$ cat config.mk
export PLATFORM = sky130hd
export DESIGN_NAME = iacm_ctrl
export DESIGN_NICKNAME = d
export VERILOG_FILES = /design/src/rtl/iacm_pkg.sv /design/src/rtl/iacm_ctrl.sv
export SDC_FILE = /design/constraint.sdc
export NUM_CORES = 1
export LEC_CHECK = 0
export BUFFER_PORTS_ARGS = -buffer_cell sky130_fd_sc_hd__buf_2
export CAP_MARGIN = 5
export CORE_AREA = 2 2 39 41
export DETAILED_ROUTE_END_ITERATION = 10
export DIE_AREA = 0 0 41 43
export GPL_ROUTABILITY_DRIVEN = 0
export HOLD_SLACK_MARGIN = 0.08
export PLACE_DENSITY_LB_ADDON = 0.3
export SLEW_MARGIN = 10
export SYNTH_ARGS = -nofsm -noshare
export SYNTH_HDL_FRONTEND = slang
export SYNTH_SLANG_ARGS = --single-unit
$ cat constraint.sdc
create_clock -name i_clk -period 0.8 [get_ports i_clk]
set_input_delay 0.08 -clock i_clk [delete_from_list [all_inputs] [get_ports i_clk]]
set_output_delay 0.08 -clock i_clk [all_outputs]
set_load 0.02 [all_outputs]
$ cat src/rtl/iacm_pkg.sv
// Package for the incremental absolute central moment block.
// Types and fixed constants; no dependencies.
package iacm_pkg;
    localparam int unsigned MOMENT_ORDER_W = 4;
    localparam logic [MOMENT_ORDER_W-1:0] MOMENT_ORDER_RST = 4'd2;
    localparam int unsigned SUM_OUT_W = 32;
    localparam int unsigned MEAN_OUT_W = 16;
    localparam logic [0:0] REG_MOMENT_ORDER = 1'b0;

    typedef struct packed {
        logic div_start;
        logic acc_start;
        logic load_out;
        logic refuse;
    } t_cmd;

    typedef struct packed {
        logic div_done;
        logic acc_done;
        logic full;
    } t_sts;
endpackage

$ cat src/rtl/iacm_ctrl.sv
// Controller FSM sequencing divide, accumulate and output.
// Depends on iacm_pkg.
module iacm_ctrl import iacm_pkg::*; (
    input  logic i_clk,
    input  logic i_rst_n,
    input  logic i_in_valid,
    output logic o_in_ready,
    output logic o_out_valid,
    input  logic i_out_ready,
    input  t_sts i_sts,
    output t_cmd o_cmd
);
    localparam logic [1:0] S_IDLE = 2'd0;
    localparam logic [1:0] S_DIV  = 2'd1;
    localparam logic [1:0] S_ACC  = 2'd2;
    logic [1:0] r_state, n_state;
    logic       r_ov;
    logic       w_take;

    assign o_in_ready = (r_state == S_IDLE) && (!r_ov || i_out_ready);
    assign w_take = i_in_valid && o_in_ready;
    assign o_out_valid = r_ov;

    always_comb begin
        n_state = r_state;
        o_cmd = '0;
        case (r_state)
            S_IDLE: if (w_take) begin
                if (i_sts.full) o_cmd.refuse = 1'b1;
                else begin o_cmd.div_start = 1'b1; n_state = S_DIV; end
            end
            S_DIV: if (i_sts.div_done) begin
                o_cmd.acc_start = 1'b1; n_state = S_ACC;
            end
            S_ACC: if (i_sts.acc_done && (!r_ov || i_out_ready)) begin
                o_cmd.load_out = 1'b1; n_state = S_IDLE;
            end
            default: n_state = S_IDLE;
        endcase
    end

    always_ff @(posedge i_clk) begin
        if (!i_rst_n) begin
            r_state <= S_IDLE; r_ov <= 1'b0;
        end else begin
            r_state <= n_state;
            if (o_cmd.load_out || o_cmd.refuse) r_ov <= 1'b1;
            else if (i_out_ready) r_ov <= 1'b0;
        end
    end
endmodule

Word-level counts from Yosys, hierarchy flattened
Index checks and enable logic that the tools add are counted.

Eq/ne operators: 6. Mux-type cells: 17. Reductions and logical operators: 9.

Operators by type and width (number): 1-bit two-way mux (12); 2-bit two-way mux (4); 2-bit inequality test, second input constant (4); 2-bit one-hot mux with 3 select lines (1); 4-bit AND reduction (1); 1-bit logical AND (3); 2-bit by 1-bit == test with 1-bit output, second input constant (1); 2-bit == test, second input constant (1); 2-bit zero test (1); 1-bit logical OR (2); 2-bit nonzero test (1); 1-bit zero test (1).

Register bits after elaboration: 3. Bits of input ports: 7. Output and inout bits: 6. Logic and storage cells: 34.

Longest topological paths before layout
Gate-level depths: netlist of run 1.

Depth after elaboration: 8. Mapped depth: 4. Mapped depth without buffers: 3.

Least setup slack after synthesis of run 1
Ideal clock, no wire load.

Path kind: reg-to-output. From: register r_ov, in the netlist o_out_valid. To: output port o_cmd[3] (netlist bit). Arrival time: 1.214 ns. Data required time: 0.720 ns. Path slack: -0.494 ns. Cell stages (with the launch flop): 3. Path buffers: 0. Cells stage by stage: dfxtp_1 -> nor2b_4 -> nor4_1.

RTL lines: from (decl) (RTL line iacm_ctrl.sv:17) `logic r_ov;`; from (signal assigned) (RTL line iacm_ctrl.sv:44) `r_state <= S_IDLE; r_ov <= 1'b0;`; from (signal assigned) (RTL line iacm_ctrl.sv:47) `if (o_cmd.load_out || o_cmd.refuse) r_ov <= 1'b1;`; from (signal assigned) (RTL line iacm_ctrl.sv:48) `else if (i_out_ready) r_ov <= 1'b0;`; to (decl) (RTL line iacm_ctrl.sv:11) `output t_cmd o_cmd`.

==> results of run 1 <==
## flip-flops by register name, summed over array words and instances (netlist names)
| signal | count |
|---|---|
| r_state | 2 |
| o_out_valid | 1 |
## kinds of logic (layout without fill, tap and decap cells)
group                  after synthesis  count (layout)
AO/OA/AOI/OAI                        3               3
buffers and inverters                2              23
flip-flops                           3               3
AND/OR/NAND/NOR                     14              14
## per-stage QoR
step | worst slack, ps | util | std cells | power (mW)
3_3_place_gp | -231.1 | 0.2143 | 50 | 0.2927
3_5_place_dp | -222.8 | 0.2143 | 50 | 0.2926
6_report | -318.3 | 0.3065 | 59 | 0.6000
5_1_grt | -402.5 | 0.3065 | 59 | 0.6437
2_1_floorplan | -258.4 | - | 22 | 0.2514
4_1_cts | -334.7 | 0.2667 | 56 | 0.5814
## cells in the mapped netlist, drive strengths merged
library cell  number  area [µm²]
and3               2       17.52
o31ai              1       7.510
nand2              2       7.510
nor2               1       3.750
buf                1       11.26
inv                1       3.750
a32o               1       10.01
nor4               2       27.53
nor2b              2       20.02
o31a               1       8.760
nor3               2       10.01
dfxtp              3       60.06
nand2b             3       18.77
## layout make-up
class,count,area share
Timing Repair Buffer,18,0.2979
Sequential cell,3,0.1622
Multi-Input combinational cell,17,0.4218
Tap cell,16,0.04720
Clock buffer,4,0.06195
Inverter,1,0.008850
## worst min-delay path by stage
stage	from	depth (start not counted)	endpoint	slack [ps]
finish	i_rst_n	2	r_state[1]	100
floorplan	i_rst_n	1	o_out_valid	200
CTS	i_rst_n	2	r_state[1]	100
global route	i_rst_n	2	r_state[1]	110
global placement	i_rst_n	2	r_state[1]	350
detailed placement	i_rst_n	2	r_state[1]	340
## layer usage
| layer | global-route usage | wire [µm] |
|---|---|---|
| met4 | 0.06000 | 0 |
| met1 | 0.09265 | 261 |
| met5 | 0 | 0 |
| met3 | 0.03141 | 49 |
| met2 | 0.05938 | 287 |
## power breakdown
part	internal, mW	total, mW	switching [mW]
Sequential	0.156	0.169	0.0123
Clock	0.187	0.258	0.0716
Combinational	0.0937	0.173	0.0796
Total	0.436	0.600	0.164
## timing repair
item | 4_1_cts | 5_1_grt
pin swaps | 7 | 4
setup buffers | 2 | 3
setup endpoints to repair | 8 | 8
resized for setup | 10 | 6
==> run summary, run 1 <==
The run finished, with violations left. The checks that failed: negative setup slack. Of the total synthesized cell area, the portion taken by AND, OR, NAND and NOR gates is 0.5091. The area taken by multi-input logic gates came out at 178.9 µm². The worst hold slack came out at 99.28 ps.

In the routed design, unresolved DRC markers number 0. Once detail routing completed, the nets flagged for antenna violations numbered 0. Counting the buffers created by CTS gives 3. Timing would allow up to 0.8942 GHz. The min-delay analysis places its worst path in the category in -> reg. The data arrival time of the worst path is 1040 ps. For this configuration, the core starts out at a cell density of 0.1492.

The total number of vias is 241. The area share of fa/ha/maj cells after synthesis came out at 0. After synthesis, the largest family of logic cells by area is simple AND/OR/NAND/NOR gates.

The global-route usage over all layers came out at 0.06313. For the final routed database, the setup TNS stands at -2269 ps. Tracing the worst setup path back leads to its startpoint at r_state[0]. Measured in cells, the most critical reg-to-reg path has a length of 4. VDD sags by at most 580.1 µV. In this run the critical register-to-register path is launched from o_out_valid. Registers take 68.82 µm². Detailed placement ended at an HPWL of 396.8 µm. The core area came out at 0.001384 mm². In this run the tool buffered the top-level ports with 12 buffer cells. The die covers 0.001763 mm². The number of cells produced by synthesis is 22. The number of vias per cell after detailed routing is 4.085. The share of cells above drive strength 1 came out at 0.7907. Setup repair after global routing could not meet its margin everywhere. The number of antenna violations at the first check in global routing is 0.

Across all setup checks in the final design, the least slack found is -318.3 ps. The via count of the first global-routing pass was 169. The slack of the worst reg-to-reg path came out at -300 ps. The xor/xnor share of the synthesized area is 0. The critical path goes through nor4_4 -> buf_4. The data required time at the worst endpoint is 720 ps. The number of antenna diodes in the final layout is 0. Averaged over all synthesized cells, the footprint is 9.384 µm².

The max capacitance violation total came out at 0. The combined buffer and inverter count along the critical path came out at 1. Among all stages on the critical path, the largest delay is contributed by sky130_fd_sc_hd__dfxtp_4. The post-synthesis sequential element count came out at 3. The die span in x is 41 µm. The mapped netlist covers 206.4 µm².

The critical path ends at o_cmd[0]. The largest incremental delay on the critical path is 360 ps. During I/O placement, the number of pins put on the boundary was 13. The average wire per cell in the routed design is 10.12 µm. The maximum level of the CTS H-tree is 1. The endpoint kind of the worst setup timing path is an output port. In the final design database the tool counted 51 nets. In this run the critical register-to-register path is captured at o_out_valid. Synthesis produced a netlist with a net count of 29. The commonest non-fill, non-tap cell in the layout is sky130_fd_sc_hd__buf_2. In this run, post-CTS hold repair placed 0 buffers.

The count of cell instances traversed by the critical path is 2. For this design the ratio of total power to cell area is 1415 mW/mm². The total detailed-routing wirelength is 597 µm. The sum of overflow across all layers after global routing is 0. The maximum number of pins on one net before global-route repair is 8. At the pin with the least slew margin, the transition time is 225.6 ps.

The die boundary height is 43 µm. Headroom to the max-slew limit came out at 0.8493. Clock tree synthesis found a total of 3 sinks. The growth of design area from synthesis to finish is 105.5%. TritonCTS built the clock tree. The ratio of final minimum period to clock period came out at 1.398. The cell leakage power came out at 0.1927 nW. The final design area excluding fillers is 424.2 µm². The compound-gate portion of the synthesized area is 0.1273. The root buffer cell chosen for the clock tree is sky130_fd_sc_hd__clkbuf_4. For this run, the number of Yosys warnings is 0. The final number of setup-violating endpoints is 8. The number of pins exceeding their max-slew limit in the final report is 0. The number of filler instances in the final layout is 154.

The clock reaches the later pin of the worst-skew pair after 230 ps. The wire length of the first global-routing pass is 703 µm. For this run, the register share of the synthesized area comes to 0.2909. Counting distinct cell types in the post-synthesis netlist gives 16. The buffer depth of the longest clock path is 2. The total count of hold-check failures in the final report came out at 0.

The minimum clock period after layout came out at 1118 ps. The initial detailed-routing violation count came out at 6. For the final database, setup skew stands at 3.179 ps. The top fanout value on the critical path is 5.

In the layout the commonest cells are sky130_fd_sc_hd__buf_2 (8), sky130_fd_sc_hd__buf_4 (7), sky130_fd_sc_hd__clkbuf_4 (3), sky130_fd_sc_hd__buf_6 (3). The kind of start point of the critical path is a flop. The register clock-pin slew on the reported worst setup and hold paths came out at 40 ps. The kind of cell adding the most delay to the critical path is flip-flops. Measured against the total synthesized area, the mux share comes to 0. The row count came out at 14. By startpoint and endpoint, the worst setup path is classified as reg -> out. For this run, the detailed router's first-pass iteration total came to 2.

The cell area after placement is 296.5 µm².
Power figures use the tool's default switching activity.
==> inputs of run 2 (changes only) <==
==> constraint.sdc (replaced) <==
create_clock -name i_clk -period 0.8 [get_ports i_clk]
set_input_delay 0.16 -clock i_clk [delete_from_list [all_inputs] [get_ports i_clk]]
set_output_delay 0.16 -clock i_clk [all_outputs]
set_load 0.02 [all_outputs]
==> run 2 against run 1 <==
The run still ends with negative setup slack left. Design area grew 8.6%. Routed wire length grew 2.0%. Sequential power is essentially flat. Power grew 3.8%. Final cell count grew 6.8%. Largest power group unchanged. Highest routed layer unchanged.
==> run summary, run 2 (synthesized netlist as in run 1, its figures left out) <==
The run finished, with violations left. The checks that failed: negative setup slack. The maximum number of pins on one net before global-route repair is 8.

The floorplan step set the die height to 43 µm. The share of cells above drive strength 1 came out at 0.7660. Dividing total power by cell area gives a power density of 1353 mW/mm². The minimum clock period after layout came out at 1228 ps. The first global-routing pass estimated 1.110 mm of wire.

The flip-flop count of the largest register after layout came out at 2. The met2 track demand over resource in global routing is 0.1250. The register clock-pin slew on the reported worst setup and hold paths is 40 ps. The die is 41 µm wide.

Setup slack on the critical path of the routed design comes to -428.0 ps. The number of inserted diodes is 0. In this design, the largest share of critical-path delay is due to flip-flops. The growth of design area from synthesis to finish is 123.0%. STA classifies the critical path endpoint as an output port. The transition at the pin with the smallest max-transition slack is 254.5 ps. In this run the most used layer during global routing was met2. The average wire per cell in the routed design is 9.667 µm. With fillers left out, the area of the finished cells amounts to 460.4 µm². The post-detailed-route DRC marker count came out at 0. The total count of hold-check failures in the final report came to 0. The routed design has 609 µm of wire. The worst setup path is launched from a flop. In this run the core area contains 14 standard-cell rows. Setup repair after global routing could not meet its margin everywhere. The number of pins exceeding their max-slew limit in the final report came to 0. Walking the worst path, the cells encountered are buf_6 -> inv_4 -> and3_4 -> buf_6. In this run, post-CTS hold repair placed 0 buffers. The count of input and output buffers came out at 12. Along the worst path, the maximum fanout reaches 5. Across every metal layer, demand over resource in global routing totals 0.09619. Counting instances, the worst hold path has a depth of 3. The core area came out at 0.001384 mm². The number of clock buffers inserted by TritonCTS is 3. The final core utilization is 0.3327. The combined buffer and inverter count along the critical path came out at 3. The number of filler instances in the final layout came out at 154. The min-delay analysis places its worst path in the category in -> reg. The largest incremental delay on the critical path is 380 ps.

The library cells used most frequently in the layout, excluding fill and tap cells, are sky130_fd_sc_hd__buf_4 (10), sky130_fd_sc_hd__buf_2 (6), sky130_fd_sc_hd__buf_6 (6). The worst supply voltage drop on vdd is 651.0 µV. After the last flow step, the layout net total stands at 55. r_state holds more flip-flops than any other register. The sum of overflow across all layers after global routing came out at 0.

The number of antenna violations at the first check in global routing came out at 0. The placed instances occupy a cell area of 342.8 µm². The startpoint identified for the worst hold timing path is i_rst_n.

The number of nets with antenna violations after detailed routing came out at 0. For the worst setup path, the data required time is 640 ps. Max-cap violations in this run came to 0.

The slack of the worst reg-to-reg path is -320 ps. The final setup TNS is -3028 ps. The worst clock skew is 0.7230 ps. The initial detailed-routing violation count is 0. The global-route met3 utilization came out at 0.07853.

The final number of setup-violating endpoints is 9. In this run the worst setup path begins at r_state[1]. Dividing the final minimum period by the clock period gives 1.535. The number of vias per cell after detailed routing is 4.095. The peak clock frequency supported by timing came out at 0.8144 GHz. For this design, the slowest cell found on the critical path is sky130_fd_sc_hd__dfxtp_4.

The worst-skew pair later-pin latency is 240 ps. TritonCTS built the clock tree. The first-pass detailed-route iteration total came out at 1. The clock net in this run drives a total of 3 sinks. In the global route stage, met1 resource usage came out at 0.1214. 13 I/O pins were placed. The path with the worst hold slack has its endpoint at o_out_valid. Measured against its own limit, the worst slew margin works out to 0.8300.

The overall die area is 0.001763 mm². The via count of the first global-routing pass came out at 277. The worst register-to-register path has a depth of 4. The cell leakage power is 0.2107 nW. The data arrival time of the worst path came out at 1070 ps. The path type of the worst setup path is reg -> out. The startpoint of the worst register-to-register path is o_out_valid. The effective utilization at floorplan is 0.1492. The total half-perimeter wirelength after legalization and detailed placement is 423.1 µm.

The worst register-to-register path ends at o_out_valid. Among the stages of the critical path, the cell type that occurs most often is sky130_fd_sc_hd__buf_6. The library cell used most frequently in the layout, excluding fill and tap cells, is sky130_fd_sc_hd__buf_4. The buffer cell driving the clock tree root is sky130_fd_sc_hd__clkbuf_4. In this run the number of H-tree levels came out at 1. The buffer depth of the longest clock path came out at 2. Summing over every cut layer, the via total after detailed routing is 258.
==> run 2: cell count changes in the layout (fill, tap and decap cells not counted), sizes merged <==
cell,before,now
buf,18,22
==> run 2: worst min-delay path, cell delays in order <==
cell,delay (ps)
sky130_fd_sc_hd__buf_2,90
sky130_fd_sc_hd__buf_4,110
sky130_fd_sc_hd__o31a_1,110
==> run 2: where the power goes <==
group / switching, mW / internal (mW) / total (mW)
sequential: 0.0165 / 0.155 / 0.171
combinational: 0.0751 / 0.104 / 0.179
clock: 0.0852 / 0.187 / 0.273
==> run 2: final cells by class <==
cell class | instances | area, µm² | share of cell area
clock buffers | 4 | 26.28 | 0.05707
inverters | 1 | 6.256 | 0.01359
multi-input cells | 17 | 163.9 | 0.3560
flip-flops and latches | 3 | 71.32 | 0.1549
well taps | 16 | 20.02 | 0.04348
repair buffers | 22 | 172.7 | 0.3750
==> run 2: how the worst max path moves through the flow <==
| stage | slack [ps] | cells after the start | endpoint |
|---|---|---|---|
| after floorplan | -260 | 3 | o_out_valid |
| after global placement | -310 | 2 | o_cmd[2] |
| after detailed placement | -320 | 2 | o_cmd[2] |
| after CTS | -430 | 2 | o_cmd[0] |
| after global routing | -480 | 2 | o_cmd[0] |
| final | -430 | 4 | o_cmd[2] |
==> run 2: timing repair <==
item	in CTS	in global routing
pin swaps	7	3
setup buffers	4	1
gates cloned	0	0
gates resized for setup	13	5
endpoints found under the setup margin	9	9
==> run 2: metal layers <==
layer  up-vias  wire, µm
met3         0        52
met2        13       267
li1        129         -
met1       116       289
met5         -         0
met4         0         0
==> run 2: stage by stage <==
stage                     cells  setup WS (ps)  power [mW]  hold slack [ps]
final                        63         -428.0      0.6228            265.8
after floorplan              22         -264.7      0.2581            277.8
after CTS                    62         -432.1      0.6276            250.6
after global placement       54         -306.2      0.3149            505.7
after global routing         63         -482.8      0.6657            264.5
after detailed placement     54         -317.1      0.3134            497.1
